===== src/rtl/chsw_pkg.sv =====
// chsw_pkg: shared types and constants of the calibrated height block
// holds port widths, reset values, defaults and the divider control/status structs
// no dependencies
package chsw_pkg;

    // fixed field widths
    localparam int SAMPLE_W   = 12;
    localparam int MEAN_W     = 12;
    localparam int PCT_W      = 7;
    localparam int DELTA_W    = 12;
    localparam int PCT_NUM_W  = 19;   // (4095 * 100) fits in 19 bits
    localparam int STEP_W     = 4;    // divider step count, at most SAMPLE_W

    // parameter defaults
    localparam int WINDOW_SIZE_DEF   = 5;
    localparam int SAMPLE_BITS_DEF   = 12;
    localparam int SETTLE_FACTOR_DEF = 15;

    // register reset and percentage scale
    localparam logic [DELTA_W-1:0] DELTA_RESET = 12'd993;
    localparam logic [PCT_W-1:0]   PCT_SCALE   = 7'd100;
    localparam logic [PCT_W-1:0]   PCT_MAX     = 7'd100;

    // command codes
    localparam logic CMD_SAMPLE    = 1'b0;
    localparam logic CMD_CALIBRATE = 1'b1;

    typedef struct packed {
        logic              start;
        logic [STEP_W-1:0] steps;
    } t_div_ctrl;

    typedef struct packed {
        logic busy;
        logic done;
    } t_div_stat;

endpackage


===== src/rtl/chsw_cell.sv =====
// chsw_cell: one slot of the sample window chain
// loads its neighbor's word when enabled, cleared by reset
// depends on nothing
module chsw_cell #(
    parameter int W = 12
) (
    input  logic         i_clk,
    input  logic         i_rst_n,
    input  logic         i_en,
    input  logic [W-1:0] i_d,
    output logic [W-1:0] o_q
);

    logic [W-1:0] r_q;

    always_ff @(posedge i_clk) begin
        if (!i_rst_n) begin
            r_q <= '0;
        end else if (i_en) begin
            r_q <= i_d;
        end
    end

    assign o_q = r_q;

endmodule


===== src/rtl/chsw_div.sv =====
// chsw_div: restoring divider, one quotient bit per cycle
// the caller hands in the divisor pre-shifted to the top quotient bit
// depends on chsw_pkg
module chsw_div #(
    parameter int W = 19
) (
    input  logic                          i_clk,
    input  logic                          i_rst_n,
    input  chsw_pkg::t_div_ctrl           i_ctrl,
    input  logic [W-1:0]                  i_num,
    input  logic [W-1:0]                  i_dsh,
    output chsw_pkg::t_div_stat           o_stat,
    output logic [chsw_pkg::SAMPLE_W-1:0] o_quo
);

    localparam int QW = chsw_pkg::SAMPLE_W;

    logic [W-1:0]                r_rem, n_rem;
    logic [W-1:0]                r_dsh, n_dsh;
    logic [QW-1:0]               r_quo, n_quo;
    logic [chsw_pkg::STEP_W-1:0] r_cnt, n_cnt;
    logic                        r_done, n_done;
    logic                        w_ge;

    assign w_ge = (r_rem >= r_dsh);

    always_comb begin
        n_rem  = r_rem;
        n_dsh  = r_dsh;
        n_quo  = r_quo;
        n_cnt  = r_cnt;
        n_done = 1'b0;
        if (i_ctrl.start) begin
            n_rem = i_num;
            n_dsh = i_dsh;
            n_quo = '0;
            n_cnt = i_ctrl.steps;
        end else if (r_cnt != '0) begin
            if (w_ge) begin
                n_rem = r_rem - r_dsh;
            end
            n_quo  = {r_quo[QW-2:0], w_ge};
            n_dsh  = r_dsh >> 1;
            n_cnt  = r_cnt - 1'b1;
            n_done = (r_cnt == chsw_pkg::STEP_W'(1));
        end
    end

    always_ff @(posedge i_clk) begin
        if (!i_rst_n) begin
            r_cnt  <= '0;
            r_done <= 1'b0;
        end else begin
            r_cnt  <= n_cnt;
            r_done <= n_done;
        end
    end

    always_ff @(posedge i_clk) begin
        r_rem <= n_rem;
        r_dsh <= n_dsh;
        r_quo <= n_quo;
    end

    assign o_stat.busy = (r_cnt != '0);
    assign o_stat.done = r_done;
    assign o_quo       = r_quo;

endmodule


===== src/rtl/calibrated_height_from_sample_window.sv =====
// calibrated_height_from_sample_window: moving average with self calibration
// accepts a word only while idle; each word runs through the window rotation (N = WINDOW_SIZE),
// the mean, the reference update and the percentage check, then through the serial percentage
// divider (7 steps) when the percentage needs it, and waits in done until the output is free
// synchronous active-low reset clears the window, counters, reference and flag, and sets delta to 993
// depends on chsw_pkg, chsw_cell, chsw_div
module calibrated_height_from_sample_window #(
    parameter int WINDOW_SIZE   = chsw_pkg::WINDOW_SIZE_DEF,
    parameter int SAMPLE_BITS   = chsw_pkg::SAMPLE_BITS_DEF,
    parameter int SETTLE_FACTOR = chsw_pkg::SETTLE_FACTOR_DEF
) (
    input  logic                         i_clk,
    input  logic                         i_rst_n,
    // input channel
    input  logic                         i_in_valid,
    output logic                         o_in_stall,
    input  logic                         i_command,
    input  logic [chsw_pkg::SAMPLE_W-1:0] i_sample,
    // output channel
    output logic                         o_out_valid,
    input  logic                         i_out_stall,
    output logic [chsw_pkg::MEAN_W-1:0]  o_window_mean,
    output logic [chsw_pkg::PCT_W-1:0]   o_height_percent,
    output logic                         o_is_calibrated,
    // full scale delta write port
    input  logic                         i_cfg_valid,
    output logic                         o_cfg_ready,
    input  logic [chsw_pkg::DELTA_W-1:0] i_cfg_data
);

    // kept sample width: converter word masked to SAMPLE_BITS
    localparam int KEPT_W = (SAMPLE_BITS < chsw_pkg::SAMPLE_W) ? SAMPLE_BITS
                                                               : chsw_pkg::SAMPLE_W;
    localparam int CNT_W  = $clog2(WINDOW_SIZE);
    localparam int SUM_W  = KEPT_W + $clog2(WINDOW_SIZE);
    localparam int DIV_W  = chsw_pkg::PCT_NUM_W;

    localparam int SETTLE_COUNT = WINDOW_SIZE * SETTLE_FACTOR;
    localparam int SEEN_W       = $clog2(SETTLE_COUNT + 2);
    localparam logic [SEEN_W-1:0] SEEN_SAT = SEEN_W'(SETTLE_COUNT + 1);

    // mean = (2*sum + N) / (2N) = (sum + floor(N/2)) / N, taken by a reciprocal
    // multiply that is exact for every sum below N * 2^KEPT_W
    localparam int RECIP_W = SUM_W + 2;
    localparam int PROD_W  = SUM_W + RECIP_W;
    localparam int MEAN_SH = SUM_W + $clog2(WINDOW_SIZE);
    localparam longint MEAN_RECIP_L =
        ((longint'(1) << MEAN_SH) + longint'(WINDOW_SIZE) - 1) / longint'(WINDOW_SIZE);
    localparam logic [RECIP_W-1:0] MEAN_RECIP = RECIP_W'(MEAN_RECIP_L);
    localparam logic [SUM_W-1:0]   MEAN_OFS   = SUM_W'(WINDOW_SIZE / 2);

    // sequencer codes
    localparam logic [2:0] S_IDLE   = 3'd0;
    localparam logic [2:0] S_SUM    = 3'd1;
    localparam logic [2:0] S_MEAN   = 3'd2;
    localparam logic [2:0] S_UPD    = 3'd3;
    localparam logic [2:0] S_PCHK   = 3'd4;
    localparam logic [2:0] S_PDIV   = 3'd5;
    localparam logic [2:0] S_DONE   = 3'd6;

    logic [2:0]                   r_state, n_state;
    logic                         r_cmd;
    logic [CNT_W-1:0]             r_cnt;
    logic [SUM_W-1:0]             r_acc;
    logic [SEEN_W-1:0]            r_seen;
    logic [chsw_pkg::MEAN_W-1:0]  r_mean;
    logic [chsw_pkg::MEAN_W-1:0]  r_ref, n_ref;
    logic                         r_cal, n_cal;
    logic [chsw_pkg::PCT_NUM_W-1:0] r_num;
    logic                         r_pos;
    logic [chsw_pkg::PCT_W-1:0]   r_pct;
    logic [chsw_pkg::DELTA_W-1:0] r_delta;

    logic                         r_out_valid;
    logic [chsw_pkg::MEAN_W-1:0]  r_out_mean;
    logic [chsw_pkg::PCT_W-1:0]   r_out_pct;
    logic                         r_out_cal;

    logic                         w_accept;
    logic                         w_shift_in;
    logic                         w_cell_en;
    logic [KEPT_W-1:0]            w_cell_d0;
    logic [KEPT_W-1:0]            w_cell_q [WINDOW_SIZE];
    logic                         w_out_free;
    logic                         w_load_out;

    logic [SUM_W-1:0]             w_mean_x;
    logic [PROD_W-1:0]            w_mean_prod;

    logic [chsw_pkg::DELTA_W-1:0] w_span;
    logic [DIV_W-1:0]             w_pct_lim;
    logic [DIV_W-1:0]             w_pct_dsh;
    logic [chsw_pkg::MEAN_W-1:0]  w_diff;
    logic [chsw_pkg::PCT_W-1:0]   w_pct_quo;

    chsw_pkg::t_div_ctrl          w_div_ctrl;
    chsw_pkg::t_div_stat          w_div_stat;
    logic [DIV_W-1:0]             w_div_num;
    logic [DIV_W-1:0]             w_div_dsh;
    logic [chsw_pkg::SAMPLE_W-1:0] w_div_quo;

    // handshakes
    assign o_in_stall  = (r_state != S_IDLE);
    assign w_accept    = i_in_valid && !o_in_stall;
    assign o_cfg_ready = 1'b1;
    assign w_out_free  = !r_out_valid || !i_out_stall;
    assign w_load_out  = (r_state == S_DONE) && w_out_free;

    // window chain: a sample shifts in at cell 0, during summing the row rotates
    // and the last cell feeds the accumulator; after N rotations the order is restored
    assign w_shift_in = w_accept && (i_command == chsw_pkg::CMD_SAMPLE);
    assign w_cell_en  = w_shift_in || (r_state == S_SUM);
    assign w_cell_d0  = w_shift_in ? i_sample[KEPT_W-1:0] : w_cell_q[WINDOW_SIZE-1];

    for (genvar g = 0; g < WINDOW_SIZE; g++) begin : g_cell
        chsw_cell #(
            .W (KEPT_W)
        ) u_cell (
            .i_clk   (i_clk),
            .i_rst_n (i_rst_n),
            .i_en    (w_cell_en),
            .i_d     ((g == 0) ? w_cell_d0 : w_cell_q[(g == 0) ? 0 : g - 1]),
            .o_q     (w_cell_q[g])
        );
    end

    // rounded mean from the finished sum, quotient sits above MEAN_SH
    assign w_mean_x    = r_acc + MEAN_OFS;
    assign w_mean_prod = PROD_W'(w_mean_x) * PROD_W'(MEAN_RECIP);

    // percentage terms, a zero delta acts as one
    assign w_span    = (r_delta == '0) ? chsw_pkg::DELTA_W'(1) : r_delta;
    assign w_pct_lim = DIV_W'(w_span) << chsw_pkg::PCT_W;
    assign w_pct_dsh = DIV_W'(w_span) << (chsw_pkg::PCT_W - 1);
    assign w_pct_quo = w_div_quo[chsw_pkg::PCT_W-1:0];

    // reference update: self calibration on the settling sample, or a calibrate command once calibrated
    always_comb begin
        n_ref = r_ref;
        n_cal = r_cal;
        if (r_cmd == chsw_pkg::CMD_CALIBRATE) begin
            if (r_cal) begin
                n_ref = r_mean;
            end
        end else if (!r_cal && (r_seen == SEEN_SAT)) begin
            n_ref = r_mean;
            n_cal = 1'b1;
        end
    end

    assign w_diff = n_ref - r_mean;

    // percentage divider requests
    always_comb begin
        w_div_ctrl.start = 1'b0;
        w_div_ctrl.steps = chsw_pkg::STEP_W'(chsw_pkg::PCT_W);
        w_div_num        = DIV_W'(r_num);
        w_div_dsh        = w_pct_dsh;
        case (r_state)
            S_PCHK: begin
                w_div_ctrl.start = r_pos && (DIV_W'(r_num) < w_pct_lim);
            end
            default: begin
                w_div_ctrl.start = 1'b0;
            end
        endcase
    end

    chsw_div #(
        .W (DIV_W)
    ) u_div (
        .i_clk   (i_clk),
        .i_rst_n (i_rst_n),
        .i_ctrl  (w_div_ctrl),
        .i_num   (w_div_num),
        .i_dsh   (w_div_dsh),
        .o_stat  (w_div_stat),
        .o_quo   (w_div_quo)
    );

    // sequencer
    always_comb begin
        n_state = r_state;
        case (r_state)
            S_IDLE:   if (w_accept) n_state = S_SUM;
            S_SUM:    if (r_cnt == '0) n_state = S_MEAN;
            S_MEAN:   n_state = S_UPD;
            S_UPD:    n_state = S_PCHK;
            S_PCHK:   n_state = w_div_ctrl.start ? S_PDIV : S_DONE;
            S_PDIV:   if (w_div_stat.done) n_state = S_DONE;
            S_DONE:   if (w_out_free) n_state = S_IDLE;
            default:  n_state = S_IDLE;
        endcase
    end

    // control state
    always_ff @(posedge i_clk) begin
        if (!i_rst_n) begin
            r_state     <= S_IDLE;
            r_seen      <= '0;
            r_ref       <= '0;
            r_cal       <= 1'b0;
            r_mean      <= '0;
            r_delta     <= chsw_pkg::DELTA_RESET;
            r_out_valid <= 1'b0;
        end else begin
            r_state <= n_state;
            if (i_cfg_valid) begin
                r_delta <= i_cfg_data;
            end
            // samples seen saturates one past the settling count
            if (w_shift_in && (r_seen != SEEN_SAT)) begin
                r_seen <= r_seen + 1'b1;
            end
            if (r_state == S_MEAN) begin
                r_mean <= chsw_pkg::MEAN_W'(w_mean_prod[MEAN_SH +: KEPT_W]);
            end
            if (r_state == S_UPD) begin
                r_ref <= n_ref;
                r_cal <= n_cal;
            end
            if (w_load_out) begin
                r_out_valid <= 1'b1;
            end else if (!i_out_stall) begin
                r_out_valid <= 1'b0;
            end
        end
    end

    // datapath words
    always_ff @(posedge i_clk) begin
        if (w_accept) begin
            r_cmd <= i_command;
            r_cnt <= CNT_W'(WINDOW_SIZE - 1);
            r_acc <= '0;
        end else if (r_state == S_SUM) begin
            r_cnt <= r_cnt - 1'b1;
            r_acc <= r_acc + SUM_W'(w_cell_q[WINDOW_SIZE-1]);
        end
        if (r_state == S_UPD) begin
            r_pos <= (n_ref > r_mean);
            r_num <= chsw_pkg::PCT_NUM_W'(w_diff) *
                     chsw_pkg::PCT_NUM_W'(chsw_pkg::PCT_SCALE);
        end
        // no positive difference gives zero, a quotient of 128 or more clamps at once
        if ((r_state == S_PCHK) && !w_div_ctrl.start) begin
            r_pct <= r_pos ? chsw_pkg::PCT_MAX : '0;
        end
        if ((r_state == S_PDIV) && w_div_stat.done) begin
            r_pct <= (w_pct_quo > chsw_pkg::PCT_MAX) ? chsw_pkg::PCT_MAX : w_pct_quo;
        end
        if (w_load_out) begin
            r_out_mean <= r_mean;
            r_out_pct  <= r_pct;
            r_out_cal  <= r_cal;
        end
    end

    assign o_out_valid      = r_out_valid;
    assign o_window_mean    = r_out_mean;
    assign o_height_percent = r_out_pct;
    assign o_is_calibrated  = r_out_cal;

    // the reference stays zero until calibration
    a_ref_zero_uncal: assert property (@(posedge i_clk) disable iff (!i_rst_n)
        !r_cal |-> (r_ref == '0))
        else $error("reference set before calibration");

    // calibration is never withdrawn
    a_cal_sticky: assert property (@(posedge i_clk) disable iff (!i_rst_n)
        r_cal |=> r_cal)
        else $error("calibrated flag dropped");

    // the divider is never restarted while busy
    a_div_no_overlap: assert property (@(posedge i_clk) disable iff (!i_rst_n)
        w_div_ctrl.start |-> !w_div_stat.busy)
        else $error("divider started while busy");

    // a nonzero height needs a calibrated reference, and stays within 100
    a_pct_valid: assert property (@(posedge i_clk) disable iff (!i_rst_n)
        r_out_valid |-> ((r_out_pct <= chsw_pkg::PCT_MAX) &&
                         ((r_out_pct == '0) || r_out_cal)))
        else $error("height percent out of range or uncalibrated");

    // the sample counter never passes its saturation point
    a_seen_sat: assert property (@(posedge i_clk) disable iff (!i_rst_n)
        r_seen <= SEEN_SAT)
        else $error("sample counter past saturation");

endmodule


===== config.mk =====
export PLATFORM = sky130hd
export DESIGN_NAME = calibrated_height_from_sample_window
export DESIGN_NICKNAME = d
export VERILOG_FILES = /design/src/rtl/chsw_pkg.sv /design/src/rtl/chsw_cell.sv /design/src/rtl/chsw_div.sv /design/src/rtl/calibrated_height_from_sample_window.sv
export SDC_FILE = /design/constraint.sdc
export NUM_CORES = 1
export LEC_CHECK = 0
export BUFFER_PORTS_ARGS = -buffer_cell sky130_fd_sc_hd__buf_2
export CAP_MARGIN = 20
export CORE_ASPECT_RATIO = 1.2
export CORE_MARGIN = 2
export CORE_UTILIZATION = 30
export DETAILED_ROUTE_END_ITERATION = 6
export PLACE_DENSITY_LB_ADDON = 0.05
export SLEW_MARGIN = 20
export SYNTH_ARGS = -nofsm -noshare
export SYNTH_HDL_FRONTEND = slang
export SYNTH_SLANG_ARGS = --single-unit

===== constraint.sdc =====
create_clock -name i_clk -period 5.8 [get_ports i_clk]
set_clock_uncertainty 0.2 [all_clocks]
set_input_delay 0 -clock i_clk [delete_from_list [all_inputs] [get_ports i_clk]]
set_output_delay 0 -clock i_clk [all_outputs]
set_load 0.05 [all_outputs]

== Yosys cells after proc, flatten, opt, wreduce, memory -nomap -nowiden ==
Index checks and enable logic that the tools add are counted.
Storage, ports and cells
  input port bits: 30
  output and inout port bits: 23
  logic and storage cells: 113
  register bits: 221
Cells by class
  multiply operators: 2
  add/sub/neg operators: 7
  muxes and demuxes: 25
  eq/ne operators: 14
  order comparisons: 4
  reduce and logical (&&, ||, !) cells: 28
  bitwise logic cells: 4
Operators by type and width (count)
  $mux W12: 5
  $mux W19: 3
  $mux W18: 2
  $mul A15 B16 Y30 const B: 1
  $mux W7: 4
  $pmux W3 S7: 1
  $ge A19 B18 Y1: 1
  $lt A19 B19 Y1: 1
  $sub A19 B18 Y19: 1
  $mux W3: 6
  $mul A12 B5 Y17 const B: 1
  $add A15 B12 Y15: 1
  $add A15 B2 Y15 const B: 1
  $gt A12 B12 Y1: 1
  $logic_not A12 Y1: 1
  $sub A12 B12 Y12: 1
  $eq A3 B3 Y1 const B: 3
  $logic_and A1 B1 Y1: 8
  $add A7 B1 Y7 const B: 1
  $eq A7 B7 Y1 const B: 1
  $gt A7 B7 Y1 const B: 1
  $ne A7 B7 Y1 const B: 1
  $eq A3 B2 Y1 const B: 2
  $logic_not A3 Y1: 2
  other kinds (19): 34

== Depth between registers and ports, before layout ==
Gate-level depths: netlist of run 1.
  depth in word-level cells: 9
  mapped depth: 29
  gate-level depth less buffers: 28

== Modules after synthesis ==
A second synthesis of run 1 with hierarchy kept.
Unflattened totals
  cell total of the unflattened synthesis: 1680
  area, all modules: 16158.0 µm²
Modules (own cells, without submodules)
  calibrated_height_from_sample_window: cells an instance 1120, sequential area each 2702.6 µm², area each 10536.4 µm², times used 1
  chsw_div: cells an instance 370, sequential area each 1481.4 µm², area each 3369.5 µm², times used 1
  chsw_cell: cells an instance 38, sequential area each 240.2 µm², area each 450.4 µm², times used 5

== Least setup slack after synthesis of run 1 ==
Ideal clock, no wire load.
  kind: register to register
  start point: reg r_acc[3]
  end point: reg r_mean[6] (netlist bit)
  arrival time: 5853 ps
  stages on the path, launching flop included: 25
  path buffers: 0
  clock period less this slack: 6138 ps
  setup time: 86 ps
  required time: 5514 ps
  slack: -338 ps
  cells stage by stage: dfxtp_1 -> and3_1 -> nand3_1 -> nor2_1 -> nand3_1 -> xnor2_1 -> ha_1 -> inv_1 -> ha_1 -> a21o_1 -> fa_1 -> inv_1 -> fa_1 -> inv_1 -> fa_1 -> fa_1 -> ha_1 -> or2_2 -> a21oi_1 -> a21oi_1 -> a2111o_1 -> nand2_1 -> o21bai_1 -> xnor2_1 -> a211oi_1
On the way
  cells in the longest elaborated chain, start to end: 2
Ends and longest elaborated chain
  start, declared: line calibrated_height_from_sample_window.sv:64  | logic [SUM_W-1:0] r_acc;
  start signal, assigned: line calibrated_height_from_sample_window.sv:238  | r_acc <= r_acc + SUM_W'(w_cell_q[WINDOW_SIZE-1]);
  $add A15 B2 Y15: line calibrated_height_from_sample_window.sv:128  | assign w_mean_x = r_acc + MEAN_OFS;
  $mul A15 B16 Y30: line calibrated_height_from_sample_window.sv:129  | assign w_mean_prod = PROD_W'(w_mean_x) * PROD_W'(MEAN_RECIP);
  end signal, assigned: line calibrated_height_from_sample_window.sv:216  | r_mean <= chsw_pkg::MEAN_W'(w_mean_prod[MEAN_SH +: KEPT_W]);
  end, declared: line calibrated_height_from_sample_window.sv:66  | logic [chsw_pkg::MEAN_W-1:0] r_mean;
Every way passes these cells.
A chain may end at the register's enable or synchronous reset.

== Worst setup path in the final report of run 1 ==
  start point: reg r_acc[6]
  end point: reg r_mean[6] (netlist bit)
Same word-level chain as after synthesis.

==> impl_results.md, run 1 <==
- Die Footprint: around 53,000 sq um
- Synthesized area: 15,370 sq um
- Vias in the first global route: 12,494
- DRT Wirelength: 40,550 microns
- PnR Total Power: 0.01006 W
- Critical path cell sequence: nand4_1, nor2_2, nand2_2, buf_4, nor2_4, xnor2_2, buf_4, xor2_2, inv_1, fa_1, fa_2, inv_1, fa_1, fa_2, fa_2, ha_4, and4_1, and3_4, o31a_1, nand2_4, o21bai_4, xnor2_1, a211oi_1
- Die span in x: 210.6 microns
- ANT nets after route: 0
- # nets final: roughly 2,200
- Fmax achieved: 169.2 MHz
- Detail Placement HPWL: 30,720 microns
- Remaining DRCs: 0
- Peak supply drop: 0.4213 mV
- Required time worst endpoint: 6070 ps
- Net Count, Synth: 1,980
- # rows: 90
- Gp weighted congestion: slightly below 0.8
- Core Area: 50,450 sq um
- Yosys warns: 0
- Syn avg cell area: 9.172 sq um
- Net Sw Frac: 0.4033
- Via Count: 12,165
- Fin cells: 2,596
- Slew headroom: 0.3723
- Worst-Margin Slew: 941.6 ps
- Hold Vio Cnt, Final: 0
- Crit-path max cell delay: 610 ps
- Reg clk slew, reported paths: about 60 ps
- Register area share after synthesis: 0.3379
- P_sw: 0.004055 W
- Dpl cells: 2,458
- Setup-failing EPs final: 9
- Max_cap viols: 0
- Iteration-0 DRC Markers: approximately 340
- Critical path class: reg2reg
- Leak: 8.869 nW
- Internal Power: 0.006000 W
- Total global-route track usage: 0.1525
- Pre-CTS setup slack: -328.8 ps
- Clock Path Buffers: 3
- Sequential power share: 0.235
- Insertion delay to the later sink of the worst-skew pair: ~580 ps
- Failing checks: setup timing
- Final Util: 0.3922
- WP data arrival: 6180 ps
- Clock Root Buffer: clkbuf_16
- I/O pin total: 53
- Num CTS Buffers: 28
- FF+latch count, synth: 221
- CP max FO: 6
- Area delta synth->final: 28.70%
- Post-synthesis cell type count: between 60 and 70
- Worst Hold Slack: about 54 ps
- Post-DR vias/cell: between 4 and 5
- WL/cell: 15.62 microns
- Status: complete, but fails checks
- P per Cell Area: 508.3 nW/um^2
- Synthesized instance count: 1,676
- Clock power frac: 0.171
- Fill cells: between 5,000 and 6,000
- Post-synth EDFFs: 77
- Slew Viols, Final: 0
- Share of cells above drive strength 1: 0.2039
- Logic pwr share: 0.594
- Critical path's most frequent cell: fa_2
- CP Launch Type: flip-flop
- Tcrit/Tclk final: 1.019
- Die Span Y: 252.0 microns
- Main synth FF type: dfxtp_1
- Synth async-reset ratio: 0
- Initial core utilization: 0.3047
- CP max stage cell: fa_2
- First-pass GRT wire length: approximately 65,000 microns
- RSZ-0062 raised after global routing: true
- Drt pass-1 iters: 4
- Port Buf Inserts: 51
- Worst hold path class: in2reg
- Minimum clock period: 5909 ps
- H-tree levels: 1
- Crit. End Element: flip-flop
- CTS tree: yes
- Largest net degree at the start of global routing: between 80 and 90
- Initial antenna violation count: 0
- Ant diodes: 0
- Grt ovf: 0
- Sink Count: ~220
- Setup WS post-layout: -109.3 ps
==> per-stage QoR <==
| stage | setup TNS [ps] | area (sq um) |
|---|---|---|
| after global placement | -2176 | 17350 |
| after CTS | -1170 | 19240 |
| after global routing | -4707 | 19780 |
| final | -466.5 | 19780 |
| after detailed placement | -2908 | 17350 |
| after floorplan | -6.990 | 15450 |
==> per-layer routing <==
metal  global-route usage  share of wire
met4              0.03642          0.021
met2               0.2914           0.52
met1               0.1781           0.43
met3              0.02041          0.026
met5                    0              0
==> repair_timing <==
| item | CTS | global route |
|---|---|---|
| pin swaps | 46 | 43 |
| hold buffers | 62 | 0 |
| endpoints found under the setup margin | 17 | 18 |
| setup buffers | 12 | 12 |
| endpoints found under the hold margin | 94 | 0 |
| gates resized for setup | 57 | 87 |
==> cells in the final DEF (no fill, tap or decap), types with 60 or more instances in the layout <==
cell	synthesis	layout
ha_1	206	186
a21oi_1	121	109
inv_1	201	190
nor2_1	117	107
buf_4	4	162
dlygate4sd3_1	0	62
edfxtp_1	77	77
nand2_1	235	232
dfxtp_1	144	133
fa_1	68	60
==> worst max-delay path, delay by kind of cell (launching register included) <==
family | cells | cell delay (ps)
buffers and inverters | 4 | 420
AO/OA/AOI/OAI | 3 | 600
adder cells (fa/ha/maj) | 6 | 2800
AND/OR/NAND/NOR | 7 | 1020
XOR/XNOR | 3 | 420
flip-flops | 1 | 340
==> power by group through the flow <==
stage | Clock (W) | Combinational, W | Sequential [W]
3_5_place_dp | 0 | 0.00520 | 0.00240
4_1_cts | 0.00178 | 0.00540 | 0.00237
3_3_place_gp | 0 | 0.00520 | 0.00240
5_1_grt | 0.00183 | 0.00682 | 0.00240
2_1_floorplan | 0 | 0.00355 | 0.00232
6_report | 0.00172 | 0.00597 | 0.00236
==> synth_stat cells (all sizes together) (4+ instances only) <==
cell type | n | area share
a211oi | 11 | 0.0054
a21o | 29 | 0.014
a21oi | 121 | 0.039
a311oi | 12 | 0.0068
a31oi | 10 | 0.0041
and2 | 13 | 0.0053
and3 | 5 | 0.0020
buf | 18 | 0.0065
clkbuf | 40 | 0.0098
dfxtp | 144 | 0.19
edfxtp | 77 | 0.15
fa | 68 | 0.089
ha | 206 | 0.17
inv | 201 | 0.049
mux2 | 7 | 0.0051
mux2i | 23 | 0.015
nand2 | 235 | 0.057
nand2b | 13 | 0.0053
nand3 | 30 | 0.0098
nand4 | 21 | 0.0085
nor2 | 117 | 0.029
nor2b | 11 | 0.0046
nor3 | 24 | 0.0078
o211ai | 13 | 0.0063
o21a | 10 | 0.0049
o21ai | 50 | 0.016
o21bai | 4 | 0.0020
o31a | 5 | 0.0028
o31ai | 17 | 0.0083
or2 | 6 | 0.0024
or3 | 6 | 0.0024
xnor2 | 57 | 0.032
xor2 | 30 | 0.017
==> registers in the layout, summed over array words and instances (netlist names), 7 cells and up <==
name,count
r_num,17
o_height_percent,7
r_ref,12
r_seen,7
u_div.r_rem,19
g_cell.u_cell.o_q,60
r_acc,15
r_mean,12
r_pct,7
o_window_mean,12
r_delta,12
u_div.r_dsh,18
u_div.o_quo,7
==> final cells by class <==
type / count / area [sq um] / share of cell area
clock buffer: 33 / 729.5 / 0.03687
clock inverter: 19 / 171.4 / 0.008664
inverter: 202 / 759.5 / 0.03839
multi-input combinational: 1195 / 9927 / 0.5018
sequential: 221 / 5211 / 0.2634
tap: 644 / 805.8 / 0.04073
timing repair buffer: 282 / 2180 / 0.1102
==> final timing paths <==
kind | startpoint | endpoint | slack (ps) | cells after the start
min reg2reg | r_pct[0] | o_height_percent[0] | 220 | 0
max | r_acc[6] | r_mean[6] | -110 | 23
min | i_sample[11] | g_cell[0].u_cell.o_q[11] | 50 | 4
max reg2reg | r_acc[6] | r_mean[6] | -110 | 23
==> logic make-up (layout without fill, tap and decap cells) <==
logic type                 after synthesis  after routing  share of synthesized area
AOI/OAI and AO/OA                      308            308                     0.1281
DFF                                    221            221                     0.3379
muxes                                   30             30                    0.02010
other                                    1              1                  0.0002439
and+or+nand+nor                        495            495                     0.1422
buffers and inverters                  260            536                    0.06560
adders and majority gates              274            274                     0.2562
xor gates and xnor gates                87             87                    0.04957
Note: power is estimated with default switching activity, not from simulation.
==> run 2: changes to the inputs <==
CELL_PAD_IN_SITES_DETAIL_PLACEMENT = 0   (was not set)
CELL_PAD_IN_SITES_GLOBAL_PLACEMENT = 1   (was not set)
==> run 2 against run 1 <==
  * The run still ends with setup timing left
  * Die area did not move
  * Routed wire length is 1.8% higher
  * Power grew 1.8%
  * First-iteration DRC count grew 43%
  * Critical path depth unchanged
  * Final area rose by 0.65%
  * Register-to-register slack improved by 30 ps
  * Sequential cell count is the same
  * Sequential share of layout area decreased by 0.18 points
  * Count of clock-buffer cells in the layout up 7
  * Critical path type unchanged
  * Largest cell class unchanged
  * Highest routed layer unchanged
==> impl_results.md, run 2 (same netlist as run 1, synthesis figures left out) <==
- Most frequent cells in the layout: 232 x nand2_1, 189 x inv_1, 187 x ha_1
- CTS tree: yes
- # rows: 90
- CP delay by family, top: adder cells
- Post-DR vias/cell: 4.706
- Gp weighted congestion: a little under 0.8
- PnR Total Power: around 0.01 W
- CP max stage cell: fa_2
- Failing checks: setup timing
- Die Span Y: between 200 and 300 microns
- Clock Path Buffers: 3
- CP Launch Type: flip-flop
- Initial core utilization: 0.3047
- Setup-failing EPs final: 7
- Num CTS Buffers: 30
- # nets final: 2,231
- Grt ovf: 0
- Die Footprint: 53,080 sq um
- Setup WS post-layout: -75.18 ps
- Tcrit/Tclk final: 1.013
- Total global-route track usage: 0.1571
- Slew Viols, Final: 0
- Area delta synth->final: 29.54%
- Vias in the first global route: 12,824
- Max reg flops: 60
- Clock Root Buffer: clkbuf_16
- Largest net degree at the start of global routing: 81
- Status: complete, but fails checks
- Remaining DRCs: 0
- Max_cap viols: 0
- Crit. End Element: flip-flop
- Buf/Inv on CP: 4
- Detail Placement HPWL: 31,470 microns
- Ant diodes: 0
- Reg clk slew, reported paths: 60 ps
- H-tree levels: 1
- Drt pass-1 iters: 4
- RSZ-0062 raised after global routing: true
- WP data arrival: between 6000 and 7000 ps
- ANT nets after route: 0
- DRT Wirelength: 41,290 microns
- Worst hold path class: in2reg
- I/O pin total: 53
- Core Area: 50,450 sq um
- Crit-path max cell delay: 590 ps
- Most common cell after layout, fill and taps aside: nand2_1
- Die span in x: 210.6 microns
- WL/cell: around 16 microns
- Leak: 8.920 nW
- First-pass GRT wire length: 66,810 microns
- Critical path cell sequence: nand4_1, nor2_2, nand2_2, buf_6, nor2_4, xnor2_2, buf_4, xor2_2, inv_1, fa_2, fa_1, fa_1, inv_1, fa_2, fa_2, ha_4, and4_1, and3_4, o31a_1, nand2_4, o31ai_4, xnor2_1, o21ai_1
- Iteration-0 DRC Markers: 481
- Peak supply drop: approximately 0.37 mV
- Initial antenna violation count: 0
- Required time worst endpoint: 6060 ps
- Post-route setup TNS: -421.9 ps
- Insertion delay to the later sink of the worst-skew pair: ~590 ps
- Critical path class: reg2reg
- Critical path's most frequent cell: fa_2
- Sink Count: 221
- Hold Vio Cnt, Final: 0
- Via Count: 12,213
- Worst-Margin Slew: 953.2 ps
- Port Buf Inserts: 51
- Slew headroom: 0.3645
- CP max FO: 5
- Minimum clock period: just under 6000 ps
- P per Cell Area: 513.9 nW/um^2
- Fmax achieved: 170.2 MHz
- Share of cells above drive strength 1: 0.2014
[run 2: changes by cell type in the layout (fill, tap and decap cells not counted), moves of 3 or more]
cell,delta
buf_4,-10
buf_6,+4
bufinv_16,+4
clkbuf_1,+3
clkbuf_16,+3
clkinv_1,-8
nor2_1,+4
xnor2_1,+3
[run 2: repair_timing]
| action | 4_1_cts | 5_1_grt |
|---|---|---|
| hold buffers | 64 | 0 |
| buffers inserted | 9 | 2 |
| setup endpoints to repair | 17 | 17 |
| gates resized for setup | 63 | 75 |
| endpoints found under the hold margin | 94 | 0 |
| pin swaps | 50 | 34 |
[run 2: final timing paths]
path	from	end	slack, ps	cells after the start
worst max-delay path	r_acc[9]	r_mean[11]	-80	23
worst min-delay path	i_sample[1]	g_cell[0].u_cell.o_q[1]	40	4
worst max register to register	r_acc[9]	r_mean[11]	-80	23
worst min register to register	r_pct[4]	o_height_percent[4]	210	0
[run 2: cell type report]
class                   instances  area (sq um)
flip-flops and latches        221          5210
multi-input cells            1195          9881
clock inverters                16         277.8
fillers                      5177         30540
clock buffers                  40         829.5
repair buffers                277          2150
inverters                     202         759.5
well taps                     644         805.8
[run 2: worst register-to-register path, stage by stage (launching register included)]
cell and delay [ps]:
dfxtp_2 320, nand4_1 130, nor2_2 160, nand2_2 90, buf_6 130, nor2_4 120, xnor2_2 140, buf_4 150
xor2_2 140, inv_1 80, fa_2 410, fa_1 530, fa_1 550, inv_1 60, fa_2 590, fa_2 450
ha_4 290, and4_1 210, and3_4 210, o31a_1 180, nand2_4 110, o31ai_4 280, xnor2_1 150, o21ai_1 70
[run 2: report_power, final]
| part | internal [W] | total (W) | leakage (nW) | switching, W |
|---|---|---|---|---|
| registers | 0.00218 | 0.00237 | 1.92 | 0.000195 |
| logic | 0.00274 | 0.00581 | 6.46 | 0.00306 |
| clock network | 0.00128 | 0.00205 | 0.534 | 0.000770 |
[run 2: routing by layer]
metal  wire [microns]  vias up  part of all wire  GRT usage
met3             1074       52             0.026    0.02141
met2            21300      102              0.52     0.2917
met1            17910     5840              0.43     0.1882
met5                0        -                 0          0
li1                 -     6219                 -          -
met4             1002        0             0.024    0.04286
[run 2: through the flow]
step                utilization  hold WS, ps  cell area (sq um)  std cells  setup WS, ps
floorplan                     -       -101.1              15450       1676        -6.990
global placement         0.3451        25.08              17410       2464        -351.2
detailed placement       0.3451        27.89              17410       2464        -381.7
CTS                      0.3872        4.779              19530       2593        -198.3
global route             0.3947        39.77              19910       2595        -349.7
finish                   0.3947        41.58              19910       2595        -75.18
